===== src/design/cdr_pkg.sv =====
`timescale 1ns / 1ps
`default_nettype none

package cdr_pkg;

  localparam int MAX_REQUEST  = 256;
  localparam int STORE_DEPTH  = 256;
  localparam int IDX_W        = $clog2(STORE_DEPTH);
  localparam int CNT_W        = $clog2(STORE_DEPTH + 1);
  localparam int HEADER_BYTES = 12;
  localparam int MIN_QUERY    = 17;
  localparam int ANSWER_BYTES = 16;
  localparam int TAIL_BYTES   = 5;   // root byte, type, class
  localparam int RAM_DEPTH    = 2 * STORE_DEPTH;
  localparam int RAM_AW       = $clog2(RAM_DEPTH);
  localparam int JOB_DEPTH    = 2;
  localparam int JOB_PTR_W    = $clog2(JOB_DEPTH);
  localparam int JOB_CNT_W    = $clog2(JOB_DEPTH + 1);

  localparam int BEAT_BYTES   = 8;
  localparam int BEAT_W       = 8 * BEAT_BYTES;
  localparam int BCNT_W       = 4;
  localparam int OUT_DATA_W   = 72;

  localparam int CFG_IDX_W    = 1;
  localparam int CFG_W        = 32;
  localparam logic [CFG_IDX_W-1:0] REG_ANSWER_ADDRESS = 1'b0;
  localparam logic [CFG_IDX_W-1:0] REG_ANSWER_TTL     = 1'b1;
  localparam logic [CFG_W-1:0] ADDRESS_RESET = 32'hC0A8_0401;
  localparam logic [CFG_W-1:0] TTL_RESET     = 32'd60;

  // header byte positions
  localparam logic [CNT_W-1:0] HDR_FLAGS_HI = 9'd2;
  localparam logic [CNT_W-1:0] HDR_FLAGS_LO = 9'd3;
  localparam logic [CNT_W-1:0] HDR_QD_HI    = 9'd4;
  localparam logic [CNT_W-1:0] HDR_QD_LO    = 9'd5;
  localparam logic [CNT_W-1:0] HDR_AN_HI    = 9'd6;
  localparam logic [CNT_W-1:0] HDR_AN_LO    = 9'd7;
  localparam logic [CNT_W-1:0] HDR_NS_HI    = 9'd8;
  localparam logic [CNT_W-1:0] HDR_NS_LO    = 9'd9;
  localparam logic [CNT_W-1:0] HDR_AR_HI    = 9'd10;
  localparam logic [CNT_W-1:0] HDR_AR_LO    = 9'd11;

  typedef struct packed {
    logic             bank;
    logic             drop;
    logic [CNT_W-1:0] qlen;
  } job_t;

  // Byte k of the fixed A answer record.
  function automatic logic [7:0] answer_byte(input logic [3:0] k,
                                             input logic [CFG_W-1:0] ttl,
                                             input logic [CFG_W-1:0] addr);
    logic [7:0] b;
    case (k)
      4'd0:    b = 8'hC0;
      4'd1:    b = 8'h0C;
      4'd2:    b = 8'h00;
      4'd3:    b = 8'h01;
      4'd4:    b = 8'h00;
      4'd5:    b = 8'h01;
      4'd6:    b = ttl[31:24];
      4'd7:    b = ttl[23:16];
      4'd8:    b = ttl[15:8];
      4'd9:    b = ttl[7:0];
      4'd10:   b = 8'h00;
      4'd11:   b = 8'h04;
      4'd12:   b = addr[31:24];
      4'd13:   b = addr[23:16];
      4'd14:   b = addr[15:8];
      default: b = addr[7:0];
    endcase
    return b;
  endfunction

endpackage

`default_nettype wire


===== src/design/cdr_back.sv =====
`timescale 1ns / 1ps
`default_nettype none

module cdr_back (
  input  wire logic                       clk_i,
  input  wire logic                       rst_ni,
  input  cdr_pkg::job_t                   job_i,
  input  wire logic                       job_empty_i,
  output logic                            job_pop_o,
  output logic [cdr_pkg::RAM_AW-1:0]      ram_raddr_o,
  input  wire logic [7:0]                 ram_rdata_i,
  input  wire logic [cdr_pkg::CFG_W-1:0]  answer_address_i,
  input  wire logic [cdr_pkg::CFG_W-1:0]  answer_ttl_i,
  output logic                            m_valid_o,
  input  wire logic                       m_ready_i,
  output logic [cdr_pkg::BEAT_W-1:0]      reply_beat_o,
  output logic [cdr_pkg::BCNT_W-1:0]      beat_bytes_o,
  output logic                            reply_end_o,
  output logic                            query_dropped_o
);
  import cdr_pkg::*;

  // read issue
  logic [CNT_W-1:0]  rd_ptr_q, rd_ptr_d;
  // byte stage, aligned with the registered ram read
  logic              v1_q, v1_d;
  logic [CNT_W-1:0]  idx1_q, idx1_d;
  // beat assembly
  logic [BEAT_W-1:0] acc_q, acc_d;
  logic [BCNT_W-1:0] acnt_q, acnt_d;
  logic              done_q, done_d;
  logic              aend_q, aend_d;
  // output register
  logic              mv_q, mv_d;
  logic [BEAT_W-1:0] obeat_q, obeat_d;
  logic [BCNT_W-1:0] obytes_q, obytes_d;
  logic              oend_q, oend_d;
  logic              odrop_q, odrop_d;

  logic [CNT_W-1:0]  total;
  logic              head_valid, issue_ok, consume, adv, last1, out_free;
  logic [7:0]        byte1;
  logic [2:0]        lane;

  assign head_valid = !job_empty_i;
  assign total      = job_i.qlen + CNT_W'(ANSWER_BYTES);
  assign issue_ok   = head_valid && !job_i.drop && (rd_ptr_q < total);
  assign consume    = v1_q && !done_q;
  assign adv        = !v1_q || consume;
  assign last1      = (idx1_q == total - CNT_W'(1));
  assign out_free   = !mv_q || m_ready_i;
  assign lane       = ~acnt_q[2:0];

  // hold the address while the byte stage is stalled so the read data stays put
  assign ram_raddr_o = {job_i.bank, adv ? rd_ptr_q[IDX_W-1:0] : idx1_q[IDX_W-1:0]};

  always_comb begin
    if (idx1_q < job_i.qlen) begin
      case (idx1_q)
        HDR_FLAGS_HI: byte1 = {7'h40, ram_rdata_i[0]};
        HDR_FLAGS_LO: byte1 = 8'h80;
        HDR_AN_LO:    byte1 = 8'h01;
        HDR_AN_HI, HDR_NS_HI, HDR_NS_LO, HDR_AR_HI, HDR_AR_LO: byte1 = 8'h00;
        default:      byte1 = ram_rdata_i;
      endcase
    end else begin
      byte1 = answer_byte(4'(idx1_q - job_i.qlen), answer_ttl_i, answer_address_i);
    end
  end

  always_comb begin
    rd_ptr_d  = rd_ptr_q;
    v1_d      = v1_q;
    idx1_d    = idx1_q;
    acc_d     = acc_q;
    acnt_d    = acnt_q;
    done_d    = done_q;
    aend_d    = aend_q;
    mv_d      = mv_q;
    obeat_d   = obeat_q;
    obytes_d  = obytes_q;
    oend_d    = oend_q;
    odrop_d   = odrop_q;
    job_pop_o = 1'b0;

    if (adv) begin
      v1_d   = issue_ok;
      idx1_d = rd_ptr_q;
      if (issue_ok) begin
        rd_ptr_d = rd_ptr_q + CNT_W'(1);
      end
    end

    if (consume) begin
      acc_d[{lane, 3'b000} +: 8] = byte1;
      acnt_d = acnt_q + BCNT_W'(1);
      if (acnt_q == BCNT_W'(BEAT_BYTES - 1) || last1) begin
        done_d = 1'b1;
        aend_d = last1;
      end
      if (last1) begin
        job_pop_o = 1'b1;
        rd_ptr_d  = '0;
      end
    end

    if (done_q && out_free) begin
      mv_d     = 1'b1;
      obeat_d  = acc_q;
      obytes_d = acnt_q;
      oend_d   = aend_q;
      odrop_d  = 1'b0;
      acc_d    = '0;
      acnt_d   = '0;
      done_d   = 1'b0;
      aend_d   = 1'b0;
    end else if (head_valid && job_i.drop && out_free && !v1_q) begin
      mv_d      = 1'b1;
      obeat_d   = '0;
      obytes_d  = '0;
      oend_d    = 1'b1;
      odrop_d   = 1'b1;
      job_pop_o = 1'b1;
    end else if (m_ready_i) begin
      mv_d = 1'b0;
    end
  end

  always_ff @(posedge clk_i or negedge rst_ni) begin
    if (!rst_ni) begin
      rd_ptr_q <= '0;
      v1_q     <= 1'b0;
      idx1_q   <= '0;
      acc_q    <= '0;
      acnt_q   <= '0;
      done_q   <= 1'b0;
      aend_q   <= 1'b0;
      mv_q     <= 1'b0;
    end else begin
      rd_ptr_q <= rd_ptr_d;
      v1_q     <= v1_d;
      idx1_q   <= idx1_d;
      acc_q    <= acc_d;
      acnt_q   <= acnt_d;
      done_q   <= done_d;
      aend_q   <= aend_d;
      mv_q     <= mv_d;
    end
  end

  always_ff @(posedge clk_i) begin
    obeat_q  <= obeat_d;
    obytes_q <= obytes_d;
    oend_q   <= oend_d;
    odrop_q  <= odrop_d;
  end

  assign m_valid_o       = mv_q;
  assign reply_beat_o    = obeat_q;
  assign beat_bytes_o    = obytes_q;
  assign reply_end_o     = oend_q;
  assign query_dropped_o = odrop_q;

endmodule

`default_nettype wire


===== config.mk =====
export PLATFORM = sky130hd
export DESIGN_NAME = cdr_back
export DESIGN_NICKNAME = d
export VERILOG_FILES = /design/src/design/cdr_pkg.sv /design/src/design/cdr_back.sv
export SDC_FILE = /design/constraint.sdc
export NUM_CORES = 1
export LEC_CHECK = 0
export BUFFER_PORTS_ARGS = -buffer_cell sky130_fd_sc_hd__clkbuf_2
export CAP_MARGIN = 15
export CORE_ASPECT_RATIO = 1.75
export CORE_MARGIN = 5
export CORE_UTILIZATION = 55
export DETAILED_ROUTE_END_ITERATION = 10
export PLACE_DENSITY = 0.91
export SLEW_MARGIN = 10
export SYNTH_ARGS = -nofsm -noshare
export SYNTH_HDL_FRONTEND = slang
export SYNTH_SLANG_ARGS = --single-unit

===== constraint.sdc =====
create_clock -name clk_i -period 5.1 [get_ports clk_i]
set_input_delay 1.53 -clock clk_i [delete_from_list [all_inputs] [get_ports clk_i]]
set_output_delay 1.53 -clock clk_i [all_outputs]
set_load 0.03 [all_outputs]

Word-level counts from Yosys, hierarchy flattened
Cells that the tools add are included.

cells by class
  add/sub/neg operators = 6
  $lt $le $gt $ge = 2
  equal/unequal tests = 24
  shifts and indexed selects = 2
  mux-type cells = 32
  bitwise operators = 1
  reductions and logical operators = 24

operator list
  operator                                                                 number
  64-bit two-way mux                                                       4
  8-bit case mux with 12 select lines                                      1
  64-bit bitwise mux                                                       1
  8-bit by 8-bit variable shift with 64-bit output (first input constant)  1
  8-bit by 8-bit variable part select with 64-bit output                   1
  9-bit by 4-bit equality test with 1-bit output (second input constant)   4
  9-bit two-way mux                                                        4
  8-bit case mux with 4 select lines                                       1
  4-bit equality test (second input constant)                              7
  4-bit by 3-bit equality test with 1-bit output (second input constant)   5
  9-bit by 2-bit equality test with 1-bit output (second input constant)   2
  9-bit by 3-bit equality test with 1-bit output (second input constant)   2
  9-bit < comparator                                                       2
  4-bit two-way mux                                                        4
  8-bit two-way mux                                                        2
  1-bit two-way mux                                                        15
  9-bit by 1-bit adder with 9-bit output (second input constant)           1
  9-bit by 5-bit adder with 9-bit output (second input constant)           1
  9-bit equality test                                                      1
  9-bit by 1-bit subtractor with 9-bit output (second input constant)      1
  4-bit by 2-bit equality test with 1-bit output (second input constant)   2
  6-bit negator with 8-bit output                                          1
  1-bit logical AND                                                        7
  2-bit nonzero test                                                       3
  12 further kinds                                                         18

storage, ports and cells
  register bits = 160
  bits of input ports = 87
  word-level logic and storage cells = 103

Logic depth before layout (Yosys ltp)
Gate-level depths: netlist of run 1.

  depth after elaboration = 9
  gate-level depth with buffers = 12
  gate-level depth less buffers = 11

Worst setup path before layout of run 1
Ideal clock, no wire load.

  kind = in2out
  from = input job_i[0] (netlist name)
  to = output job_pop_o
  data arrival time = 3.419 ns
  data required time = 3.570 ns
  slack = 0.151 ns
  cell stages on the path = 10
  cells stage by stage = ha_1 -> buf_2 -> clkbuf_1 -> nor3_1 -> o21ai_0 -> a21oi_1 -> nand4_1 -> a21oi_1 -> buf_2 -> o21bai_1

between the ends
  cells in the longest elaborated chain, start to end = 7

ends and longest elaborated chain
  element                                        RTL line         RTL
  start, declared                                cdr_back.sv:7    input cdr_pkg::job_t job_i,
  9-bit by 5-bit adder with 9-bit output *       cdr_back.sv:46   assign total = job_i.qlen + CNT_W'(ANSWER_BYTES);
  9-bit by 1-bit subtractor with 9-bit output *  cdr_back.sv:50   assign last1 = (idx1_q == total - CNT_W'(1));
  9-bit equality test *                          cdr_back.sv:50
  1-bit two-way mux *                            cdr_back.sv:101  if (last1) begin
  1-bit two-way mux *                            cdr_back.sv:94   if (consume) begin
  1-bit two-way mux                              cdr_back.sv:117  end else if (head_valid && job_i.drop && out_free && !v1_q) begin
  1-bit two-way mux *                            cdr_back.sv:107  if (done_q && out_free) begin
  end, declared                                  cdr_back.sv:9    output logic job_pop_o,

Mark *: on every way between the ends. The rest lies on a longest branch, timed or not.

Worst setup path after layout of run 1
  from = input job_i[1] (netlist name)
  to = output job_pop_o

Same word-level chain as after synthesis.

==> results of run 1 <==
-- synthesized netlist by cell type, types with 14 or more instances --
| cell | instances |
|---|---|
| sky130_fd_sc_hd__xnor2_1 | 14 |
| sky130_fd_sc_hd__a21oi_1 | 16 |
| sky130_fd_sc_hd__and3_1 | 74 |
| sky130_fd_sc_hd__nand2_1 | 37 |
| sky130_fd_sc_hd__clkbuf_1 | 36 |
| sky130_fd_sc_hd__o21ai_0 | 74 |
| sky130_fd_sc_hd__dfrtp_1 | 90 |
| sky130_fd_sc_hd__o21ai_1 | 14 |
| sky130_fd_sc_hd__nor2_1 | 21 |
| sky130_fd_sc_hd__edfxtp_1 | 69 |
| sky130_fd_sc_hd__inv_1 | 18 |
| sky130_fd_sc_hd__ha_1 | 23 |
| sky130_fd_sc_hd__nand3_1 | 91 |
-- where the power goes --
group          leakage [nW]  internal [W]  switching (W)
clock                 0.325      0.000888       0.000546
sequential             1.86       0.00163       0.000209
combinational          2.26      0.000677        0.00111
-- per-stage QoR --
step | utilization | cells
floorplan | - | 706
global placement | 0.6306 | 1022
detailed placement | 0.6306 | 1022
CTS | 0.6790 | 1054
global route | 0.6790 | 1054
finish | 0.6790 | 1054
-- layer usage --
layer  global-route usage  routed length [um]
met1               0.2656                7089
met2               0.4420               11020
met3              0.04688                1125
met4               0.1153                 761
met5                    0                   0
-- final timing paths --
path                                         startpoint                           end  slack [ns]  cells after the start
setup / recovery                               job_i[1]                     job_pop_o        0.18                     11
hold / removal             query_dropped_o$_SDFFE_PP0P_  query_dropped_o$_SDFFE_PP0P_        0.45                      2
setup reg to reg                  idx1_q[0]$_DFFE_PN0N_          acc_q[2]$_DFFE_PN0P_        1.81                     11
hold reg to reg            query_dropped_o$_SDFFE_PP0P_  query_dropped_o$_SDFFE_PP0P_        0.45                      2
max in group asynchronous                        rst_ni         acc_q[27]$_DFFE_PN0P_        2.99                      2
min in group asynchronous                        rst_ni         idx1_q[4]$_DFFE_PN0N_        1.18                      1
-- flip-flops by register name (all words and copies together), names as in the netlist --
name	flops
aend_q	1
reply_end_o	1
acnt_q	4
idx1_q	9
v1_q	1
reply_beat_o	64
query_dropped_o	1
m_valid_o	1
beat_bytes_o	4
acc_q	64
done_q	1
rd_ptr_q	9
-- cells by family after synthesis --
family | count (synthesis)
simple gates | 262
mux | 22
buf+inv | 64
compound gates | 150
fa+ha+maj | 24
flops | 160
xor+xnor | 24
-- worst max-delay path, delay by kind of cell --
kind | cells | cell delay, ns
simple gates | 2 | 0.30
compound gates | 4 | 0.66
buf+inv | 3 | 0.46
fa+ha+maj | 1 | 0.31
xor+xnor | 1 | 0.13
-- final cells by class --
| cell class | instances | area, sq um |
|---|---|---|
| fill | 1071 | 4442 |
| sequential | 160 | 4344 |
| multi-input combinational | 482 | 3113 |
| timing repair buffer | 185 | 978.4 |
| clock buffer | 17 | 425.4 |
| clock inverter | 15 | 244.0 |
| tap | 177 | 221.5 |
| inverter | 18 | 67.56 |
==> tab_implementation.tex, run 1 <==
\begin{tabular}{lr}
\hline
Metric & Value \\
\hline
\multicolumn{2}{l}{\textbf{Status}} \\
Run status & finished clean \\
\multicolumn{2}{l}{\textbf{Setup path}} \\
CP Capture Type & output port \\
Series of cell instances along the critical path & clkbuf\_2 > inv\_1 > ha\_1 > xnor2\_1 > nor3\_1 > o21ai\_0 > a21oi\_1 > nand4\_1 > a21oi\_1 > o21bai\_1 > clkbuf\_2 \\
Critical Path RT & 3.57 ns \\
Type of the setup path with the least slack & in2out \\
Critical Path Slowest Stage Cell & sky130\_fd\_sc\_hd\_\_ha\_1 \\
Nature of the critical path startpoint & input port \\
Crit path arrival time & 3.39 ns \\
CP peak stage delay & 0.31 ns \\
Critical path fanouts, max & 4 \\
\multicolumn{2}{l}{\textbf{Global routing}} \\
Wire length of the first global-routing pass & 31,620 um \\
Number of global-route vias before repair & 6,184 \\
Pin count of the biggest net entering global routing & 75 \\
Global-route usage over all layers & 0.2428 \\
Number of antenna violations at the first check in global routing & 0 \\
Global-route congestion overflow total & 0 \\
\multicolumn{2}{l}{\textbf{Yosys}} \\
Flops \& latches, synth & 160 \\
Synth area leader & sky130\_fd\_sc\_hd\_\_dfrtp\_1 \\
Post-synthesis area per instance & 10.91 sq um \\
Number of enable flip-flop cells after synthesis & 69 \\
Synth async-reset ratio & 0.5625 \\
Combined area of all synthesized cells & 7700 sq um \\
Leading post-synthesis cells by cell area & sky130\_fd\_sc\_hd\_\_dfrtp\_1, sky130\_fd\_sc\_hd\_\_edfxtp\_1, sky130\_fd\_sc\_hd\_\_and3\_1, sky130\_fd\_sc\_hd\_\_nand3\_1, sky130\_fd\_sc\_hd\_\_o21ai\_0 \\
Ys Warns & 0 \\
Post-synth net total & 817 \\
Synth Area in Compound Gates & 0.1181 \\
Area share of xor/xnor cells in the synthesized design & 0.02730 \\
Unique cell type count in the Yosys netlist & 61 \\
Synth Area in Adders & 0.03997 \\
Portion of the post-synthesis area used by sequential elements & 0.5642 \\
Combinational family with the most area after synthesis & simple AND/OR/NAND/NOR gates \\
Number of instances in the synthesized netlist & 706 \\
Share of the synthesized area in the top cell type & 0.2925 \\
Primary FF master, synth & sky130\_fd\_sc\_hd\_\_dfrtp\_1 \\
Simple-gate area share of the yosys netlist & 0.1800 \\
Post-synthesis mux area share & 0.03689 \\
\multicolumn{2}{l}{\textbf{Drt}} \\
Post-detailed-route count of antenna-violating nets & 0 \\
Total number of vias & 6,304 \\
Remaining routing DRC violations & 0 \\
Mean number of vias per cell & 5.981 \\
Iteration count of the initial detailed-routing pass & 5 \\
Total wire length after detailed routing & 20,000 um \\
Number of DRC violations after detailed-routing iteration 0 & 547 \\
DR WL/cell & 18.97 um \\
\multicolumn{2}{l}{\textbf{Timing}} \\
Least-Margin Pin Slew & 0.8272 ns \\
Min Clock Period, post-route & 4.917 ns \\
Setup violators final & 0 \\
Sum of negative setup slack & 0 ns \\
Achievable frequency & 203.4 MHz \\
Share of the clock period used by the worst path after layout & 0.9641 \\
Final worst hold slack & 0.4513 ns \\
Rel. slew slack & 0.4486 \\
Max-slew violation count & 0 \\
Post-Route Skew & 0.01415 ns \\
Hold violation count in the final report & 0 \\
Setup slack of the critical path after layout & 0.1830 ns \\
Setup repair after global routing missed its margin & false \\
\multicolumn{2}{l}{\textbf{Floorplan}} \\
Standard-cell rows & 57 \\
Area of the core region & 13,840 sq um \\
Die X-Extent & 99.44 um \\
Chip height & 166.5 um \\
DIE AREA & 16,560 sq um \\
Starting density of the core & 0.5565 \\
Number of placed I/O pins & 168 \\
\multicolumn{2}{l}{\textbf{Job}} \\
Maximum capacitance violations & 0 \\
\multicolumn{2}{l}{\textbf{Pwr}} \\
Worst VDD drop & 0.0004095 V \\
Power after layout & 0.005059 W \\
Leakage power total & 4.443 nW \\
Power per Cell Area & 538.6 nW/um\^{}2 \\
\multicolumn{2}{l}{\textbf{Final layout}} \\
Final nets & 975 \\
Area of all placed cells without fillers & 9394 sq um \\
Antenna fix cells & 0 \\
Most common cell after layout, fill and taps aside & sky130\_fd\_sc\_hd\_\_clkbuf\_2 \\
Fraction of layout instances using a drive strength above 1 & 0.2771 \\
Area Growth Syn to Fin & 22.00\% \\
Commonest non-fill, non-tap cells in the layout & sky130\_fd\_sc\_hd\_\_clkbuf\_2, sky130\_fd\_sc\_hd\_\_nand3\_1, sky130\_fd\_sc\_hd\_\_dfrtp\_1, sky130\_fd\_sc\_hd\_\_o21ai\_0, sky130\_fd\_sc\_hd\_\_and3\_1 \\
\multicolumn{2}{l}{\textbf{Place}} \\
Placer Congestion & 0.9297 \\
Cell area after placement & 8725 sq um \\
Count of input and output buffers & 165 \\
Pre-CTS setup slack & 0.2129 ns \\
Half-perimeter wire length of the detailed placement result & 13,610 um \\
\multicolumn{2}{l}{\textbf{Clock network}} \\
Post-CTS Setup Bufs & 0 \\
Clock root buffer & sky130\_fd\_sc\_hd\_\_clkbuf\_16 \\
Post-CTS Hold Fix Bufs & 0 \\
H-Tree Level Count & 4 \\
Sink Count & 160 \\
Quantity of gates resized following cts & 0 \\
Max Buffers Root-to-Sink & 2 \\
TritonCTS buffer count & 17 \\
CTS clock-pin slew for the worst setup and hold paths & 0.06 ns \\
Clk Latency, worst-skew pair & 0.43 ns \\
CTS tree & done \\
\multicolumn{2}{l}{\textbf{Hold path}} \\
Type of the most critical hold path & reg2reg \\
\hline
\end{tabular}
Note: power is estimated with default switching activity, not from simulation.
==> inputs of run 2 (changes only) <==
--- a/config.mk
+++ b/config.mk
@@ -5,11 +5,12 @@
 export SDC_FILE = /design/constraint.sdc
 export NUM_CORES = 1
 export LEC_CHECK = 0
+export ABC_AREA = 1
 export BUFFER_PORTS_ARGS = -buffer_cell sky130_fd_sc_hd__clkbuf_2
 export CAP_MARGIN = 15
 export CORE_ASPECT_RATIO = 1.75
 export CORE_MARGIN = 5
-export CORE_UTILIZATION = 55
+export CORE_UTILIZATION = 56
 export DETAILED_ROUTE_END_ITERATION = 10
 export PLACE_DENSITY = 0.91
 export SLEW_MARGIN = 10
==> run 2 against run 1 <==
Effect of this change:
- fmax rose by 1.2%
- first-iteration DRC count fell by 14%
- clock skew fell by 0.0068 ns
- synthesized cell count rose by 40%
- power rose by 0.62%
- combinational power rose by 12%
- sequential share of layout area fell by 2.4 points
- routed wire length rose by 11%
- critical path depth rose by 4
==> tab_implementation.tex, run 2 <==
\begin{tabular}{lr}
\hline
Metric & Value \\
\hline
\multicolumn{2}{l}{\textbf{Setup path}} \\
Critical path fanouts, max & 7 (+3) \\
Critical Path Source & job\_i[4] \\
R2R depth & 12 (+1) \\
Critical path capture point & job\_pop\_o \\
CP peak stage delay & 0.25 ns (-0.06 ns) \\
R2R Setup Slk & 2.31 ns (+0.50 ns) \\
Nature of the critical path startpoint & input port \\
Crit path arrival time & 3.33 ns (-0.06 ns) \\
Most repeated library cell on the critical path & sky130\_fd\_sc\_hd\_\_nand2\_1 \\
Startpoint of the most critical register-to-register path & idx1\_q[0]\$\_DFFE\_PN0N\_ \\
Type of the setup path with the least slack & in2out \\
Critical Path RT & 3.57 ns (about the same) \\
Series of cell instances along the critical path & clkbuf\_2 > ha\_1 > nand2\_1 > inv\_1 > nand2\_1 > xor2\_1 > inv\_1 > nand2\_1 > nand2\_1 > nand2\_1 > nand2\_1 > nor2\_1 > nand3b\_2 > a21oi\_1 > clkbuf\_2 \\
Critical Path Slowest Stage Cell & sky130\_fd\_sc\_hd\_\_xor2\_1 \\
CP Capture Type & output port \\
Reg-to-Reg End & acc\_q[18]\$\_DFFE\_PN0P\_ \\
\multicolumn{2}{l}{\textbf{Global routing}} \\
Met2 usage in global routing & 0.4831 (+0.04111) \\
Global Route met3 Usage & 0.04039 (-0.006490) \\
Global-route congestion overflow total & 0 (unchanged) \\
Busiest layer in global routing & met2 \\
Met1 track demand over resource in global routing & 0.2927 (+0.02717) \\
Global-route usage over all layers & 0.2672 (+0.02444) \\
Wire length of the first global-routing pass & 35,880 um (+13\%) \\
Number of global-route vias before repair & 7,302 (+18\%) \\
Number of antenna violations at the first check in global routing & 0 (unchanged) \\
Pin count of the biggest net entering global routing & 70 (-6.7\%) \\
\multicolumn{2}{l}{\textbf{Drt}} \\
Total number of vias & 7,250 (+15\%) \\
Mean number of vias per cell & 5.347 (-11\%) \\
Iteration count of the initial detailed-routing pass & 5 (unchanged) \\
Number of DRC violations after detailed-routing iteration 0 & 468 (-14\%) \\
Total wire length after detailed routing & 22,230 um (+11\%) \\
DR WL/cell & 16.40 um (-14\%) \\
Remaining routing DRC violations & 0 (unchanged) \\
Post-detailed-route count of antenna-violating nets & 0 (unchanged) \\
\multicolumn{2}{l}{\textbf{Floorplan}} \\
Number of placed I/O pins & 168 (unchanged) \\
Area of the core region & 14,760 sq um (+6.7\%) \\
Starting density of the core & 0.5626 (+0.006107) \\
Die X-Extent & 102.1 um (+2.6\%) \\
Chip height & 171.1 um (+2.8\%) \\
DIE AREA & 17,460 sq um (+5.5\%) \\
Standard-cell rows & 59 (+3.5\%) \\
\multicolumn{2}{l}{\textbf{Timing}} \\
Rel. slew slack & 0.4386 (-0.01000) \\
Post-Route Skew & 0.007323 ns (-0.006827 ns) \\
Hold violation count in the final report & 0 (unchanged) \\
Final worst hold slack & 0.4636 ns (+0.01238 ns) \\
Sum of negative setup slack & 0 ns (unchanged) \\
Least-Margin Pin Slew & 0.8392 ns (+0.01203 ns) \\
Min Clock Period, post-route & 4.856 ns (-0.06058 ns) \\
Setup repair after global routing missed its margin & false \\
Share of the clock period used by the worst path after layout & 0.9522 (-0.01188) \\
Setup violators final & 0 (unchanged) \\
Max-slew violation count & 0 (unchanged) \\
Achievable frequency & 205.9 MHz (+1.2\%) \\
\multicolumn{2}{l}{\textbf{Hold path}} \\
Type of the most critical hold path & reg2reg \\
\multicolumn{2}{l}{\textbf{Place}} \\
Number of instances in the placed design & 1,324 (+30\%) \\
Placer Congestion & 0.9155 (-1.5\%) \\
Count of input and output buffers & 165 (unchanged) \\
Cell area after placement & 9321 sq um (+6.8\%) \\
Half-perimeter wire length of the detailed placement result & 16,580 um (+22\%) \\
\multicolumn{2}{l}{\textbf{Yosys}} \\
Ys Warns & 0 (unchanged) \\
Share of the synthesized area in the top cell type & 0.2711 (-0.02137) \\
Number of instances in the synthesized netlist & 987 (+40\%) \\
Synth async-reset ratio & 0.5625 (unchanged) \\
Synth area leader & sky130\_fd\_sc\_hd\_\_dfrtp\_1 \\
Unique cell type count in the Yosys netlist & 47 (-23\%) \\
Primary FF master, synth & sky130\_fd\_sc\_hd\_\_dfrtp\_1 \\
Portion of the post-synthesis area used by sequential elements & 0.5230 (-0.04122) \\
Flops \& latches, synth & 160 (unchanged) \\
Number of enable flip-flop cells after synthesis & 69 (unchanged) \\
Cell with the most instances after synthesis & sky130\_fd\_sc\_hd\_\_nand2\_1 \\
Combined area of all synthesized cells & 8307 sq um (+7.9\%) \\
Post-synth net total & 1,098 (+34\%) \\
Most frequent cells after synthesis & sky130\_fd\_sc\_hd\_\_nand2\_1, sky130\_fd\_sc\_hd\_\_nor2\_1, sky130\_fd\_sc\_hd\_\_inv\_1 \\
Post-synthesis area per instance & 8.416 sq um (-23\%) \\
Leading post-synthesis cells by cell area & sky130\_fd\_sc\_hd\_\_dfrtp\_1, sky130\_fd\_sc\_hd\_\_edfxtp\_1, sky130\_fd\_sc\_hd\_\_nand2\_1, sky130\_fd\_sc\_hd\_\_nor2\_1, sky130\_fd\_sc\_hd\_\_inv\_1 \\
\multicolumn{2}{l}{\textbf{Clock network}} \\
Sink Count & 160 (unchanged) \\
Max Buffers Root-to-Sink & 2 (unchanged) \\
Quantity of gates resized following cts & 0 (unchanged) \\
Clock root buffer & sky130\_fd\_sc\_hd\_\_clkbuf\_16 \\
Clk Latency, worst-skew pair & 0.43 ns (about the same) \\
Post-CTS Setup Bufs & 0 (unchanged) \\
TritonCTS buffer count & 17 (unchanged) \\
H-Tree Level Count & 4 (unchanged) \\
Post-CTS Hold Fix Bufs & 0 (unchanged) \\
CTS tree & done \\
CTS clock-pin slew for the worst setup and hold paths & 0.07 ns (about the same) \\
\multicolumn{2}{l}{\textbf{Final layout}} \\
Final nets & 1,271 (+30\%) \\
Area Growth Syn to Fin & 19.42\% \\
Most common cell after layout, fill and taps aside & sky130\_fd\_sc\_hd\_\_nand2\_1 \\
Fraction of layout instances using a drive strength above 1 & 0.2217 (-0.05543) \\
Layout filler cell count & 1,187 (+11\%) \\
Area of all placed cells without fillers & 9920 sq um (+5.6\%) \\
Sequential cell area in the final layout & 4344 sq um (unchanged) \\
Final cell count without fillers & 1,356 (+29\%) \\
Antenna fix cells & 0 (unchanged) \\
Area used by multi-input combinational logic & 3351 sq um (+7.6\%) \\
Commonest non-fill, non-tap cells in the layout & sky130\_fd\_sc\_hd\_\_nand2\_1, sky130\_fd\_sc\_hd\_\_clkbuf\_2, sky130\_fd\_sc\_hd\_\_nor2\_1, sky130\_fd\_sc\_hd\_\_inv\_1, sky130\_fd\_sc\_hd\_\_dfrtp\_1 \\
\multicolumn{2}{l}{\textbf{Status}} \\
Run status & finished clean \\
\multicolumn{2}{l}{\textbf{Pwr}} \\
Power after layout & 0.005091 W (+0.62\%) \\
Leakage power total & 5.004 nW (+13\%) \\
Worst VDD drop & 0.0004113 V (+0.44\%) \\
Power per Cell Area & 513.2 nW/um\^{}2 (-4.7\%) \\
\multicolumn{2}{l}{\textbf{Job}} \\
Maximum capacitance violations & 0 (unchanged) \\
\hline
\end{tabular}
[run 2: layer usage]
metal | share of wire | vias to the layer above
li1 | - | 3470
met1 | 0.35 | 3384
met2 | 0.54 | 311
met3 | 0.059 | 85
met4 | 0.056 | 0
met5 | 0 | -
[run 2: power by group]
group	internal (W)	switching [W]	leakage, nW
Clock	0.000737	0.000551	0.294
Combinational	0.000582	0.00143	2.87
Sequential	0.00160	0.000192	1.84
[run 2: how the worst min path moves through the flow]
stage | start | end | slack, ns | cells after the start
floorplan | acc_q[11]$_DFFE_PN0P_ | acc_q[11]$_DFFE_PN0P_ | 0.45 | 2
global placement | query_dropped_o$_SDFFE_PP0P_ | query_dropped_o$_SDFFE_PP0P_ | 0.44 | 2
detailed placement | query_dropped_o$_SDFFE_PP0P_ | query_dropped_o$_SDFFE_PP0P_ | 0.45 | 2
CTS | query_dropped_o$_SDFFE_PP0P_ | query_dropped_o$_SDFFE_PP0P_ | 0.46 | 2
global route | query_dropped_o$_SDFFE_PP0P_ | query_dropped_o$_SDFFE_PP0P_ | 0.49 | 2
finish | query_dropped_o$_SDFFE_PP0P_ | query_dropped_o$_SDFFE_PP0P_ | 0.46 | 2
[run 2: layout make-up]
| class | instances | area share |
|---|---|---|
| clock inverters | 15 | 0.01741 |
| repair buffers | 174 | 0.09031 |
| well taps | 183 | 0.02308 |
| inverters | 133 | 0.05058 |
| flip-flops and latches | 160 | 0.4379 |
| clock buffers | 17 | 0.04289 |
| multi-input cells | 674 | 0.3378 |
[run 2: kinds of logic (layout without fill, tap and decap cells)]
| kind of cell | after synthesis | count (layout) | synth area share |
|---|---|---|---|
| adder cells (fa/ha/maj) | 24 | 24 | 0.03705 |
| flip-flops | 160 | 160 | 0.5230 |
| XOR/XNOR | 18 | 18 | 0.01988 |
| AO/OA/AOI/OAI | 49 | 49 | 0.03299 |
| AND/OR/NAND/NOR | 583 | 583 | 0.3132 |
| buffers and inverters | 153 | 339 | 0.07396 |
[run 2: worst max-delay path, delay by kind of cell]
family / cells / cell delay (ns)
adder cells (fa/ha/maj): 1 / 0.23
XOR/XNOR: 1 / 0.25
AO/OA/AOI/OAI: 1 / 0.17
buffers and inverters: 4 / 0.50
AND/OR/NAND/NOR: 8 / 0.65
[run 2: through the flow]
| stage | setup slack (ns) | utilization |
|---|---|---|
| after CTS | 0.2184 | 0.6719 |
| final | 0.2436 | 0.6719 |
| after floorplan | 0.3463 | - |
| after global routing | 0.02455 | 0.6719 |
| after detailed placement | 0.2195 | 0.6314 |
| after global placement | 0.2706 | 0.6314 |
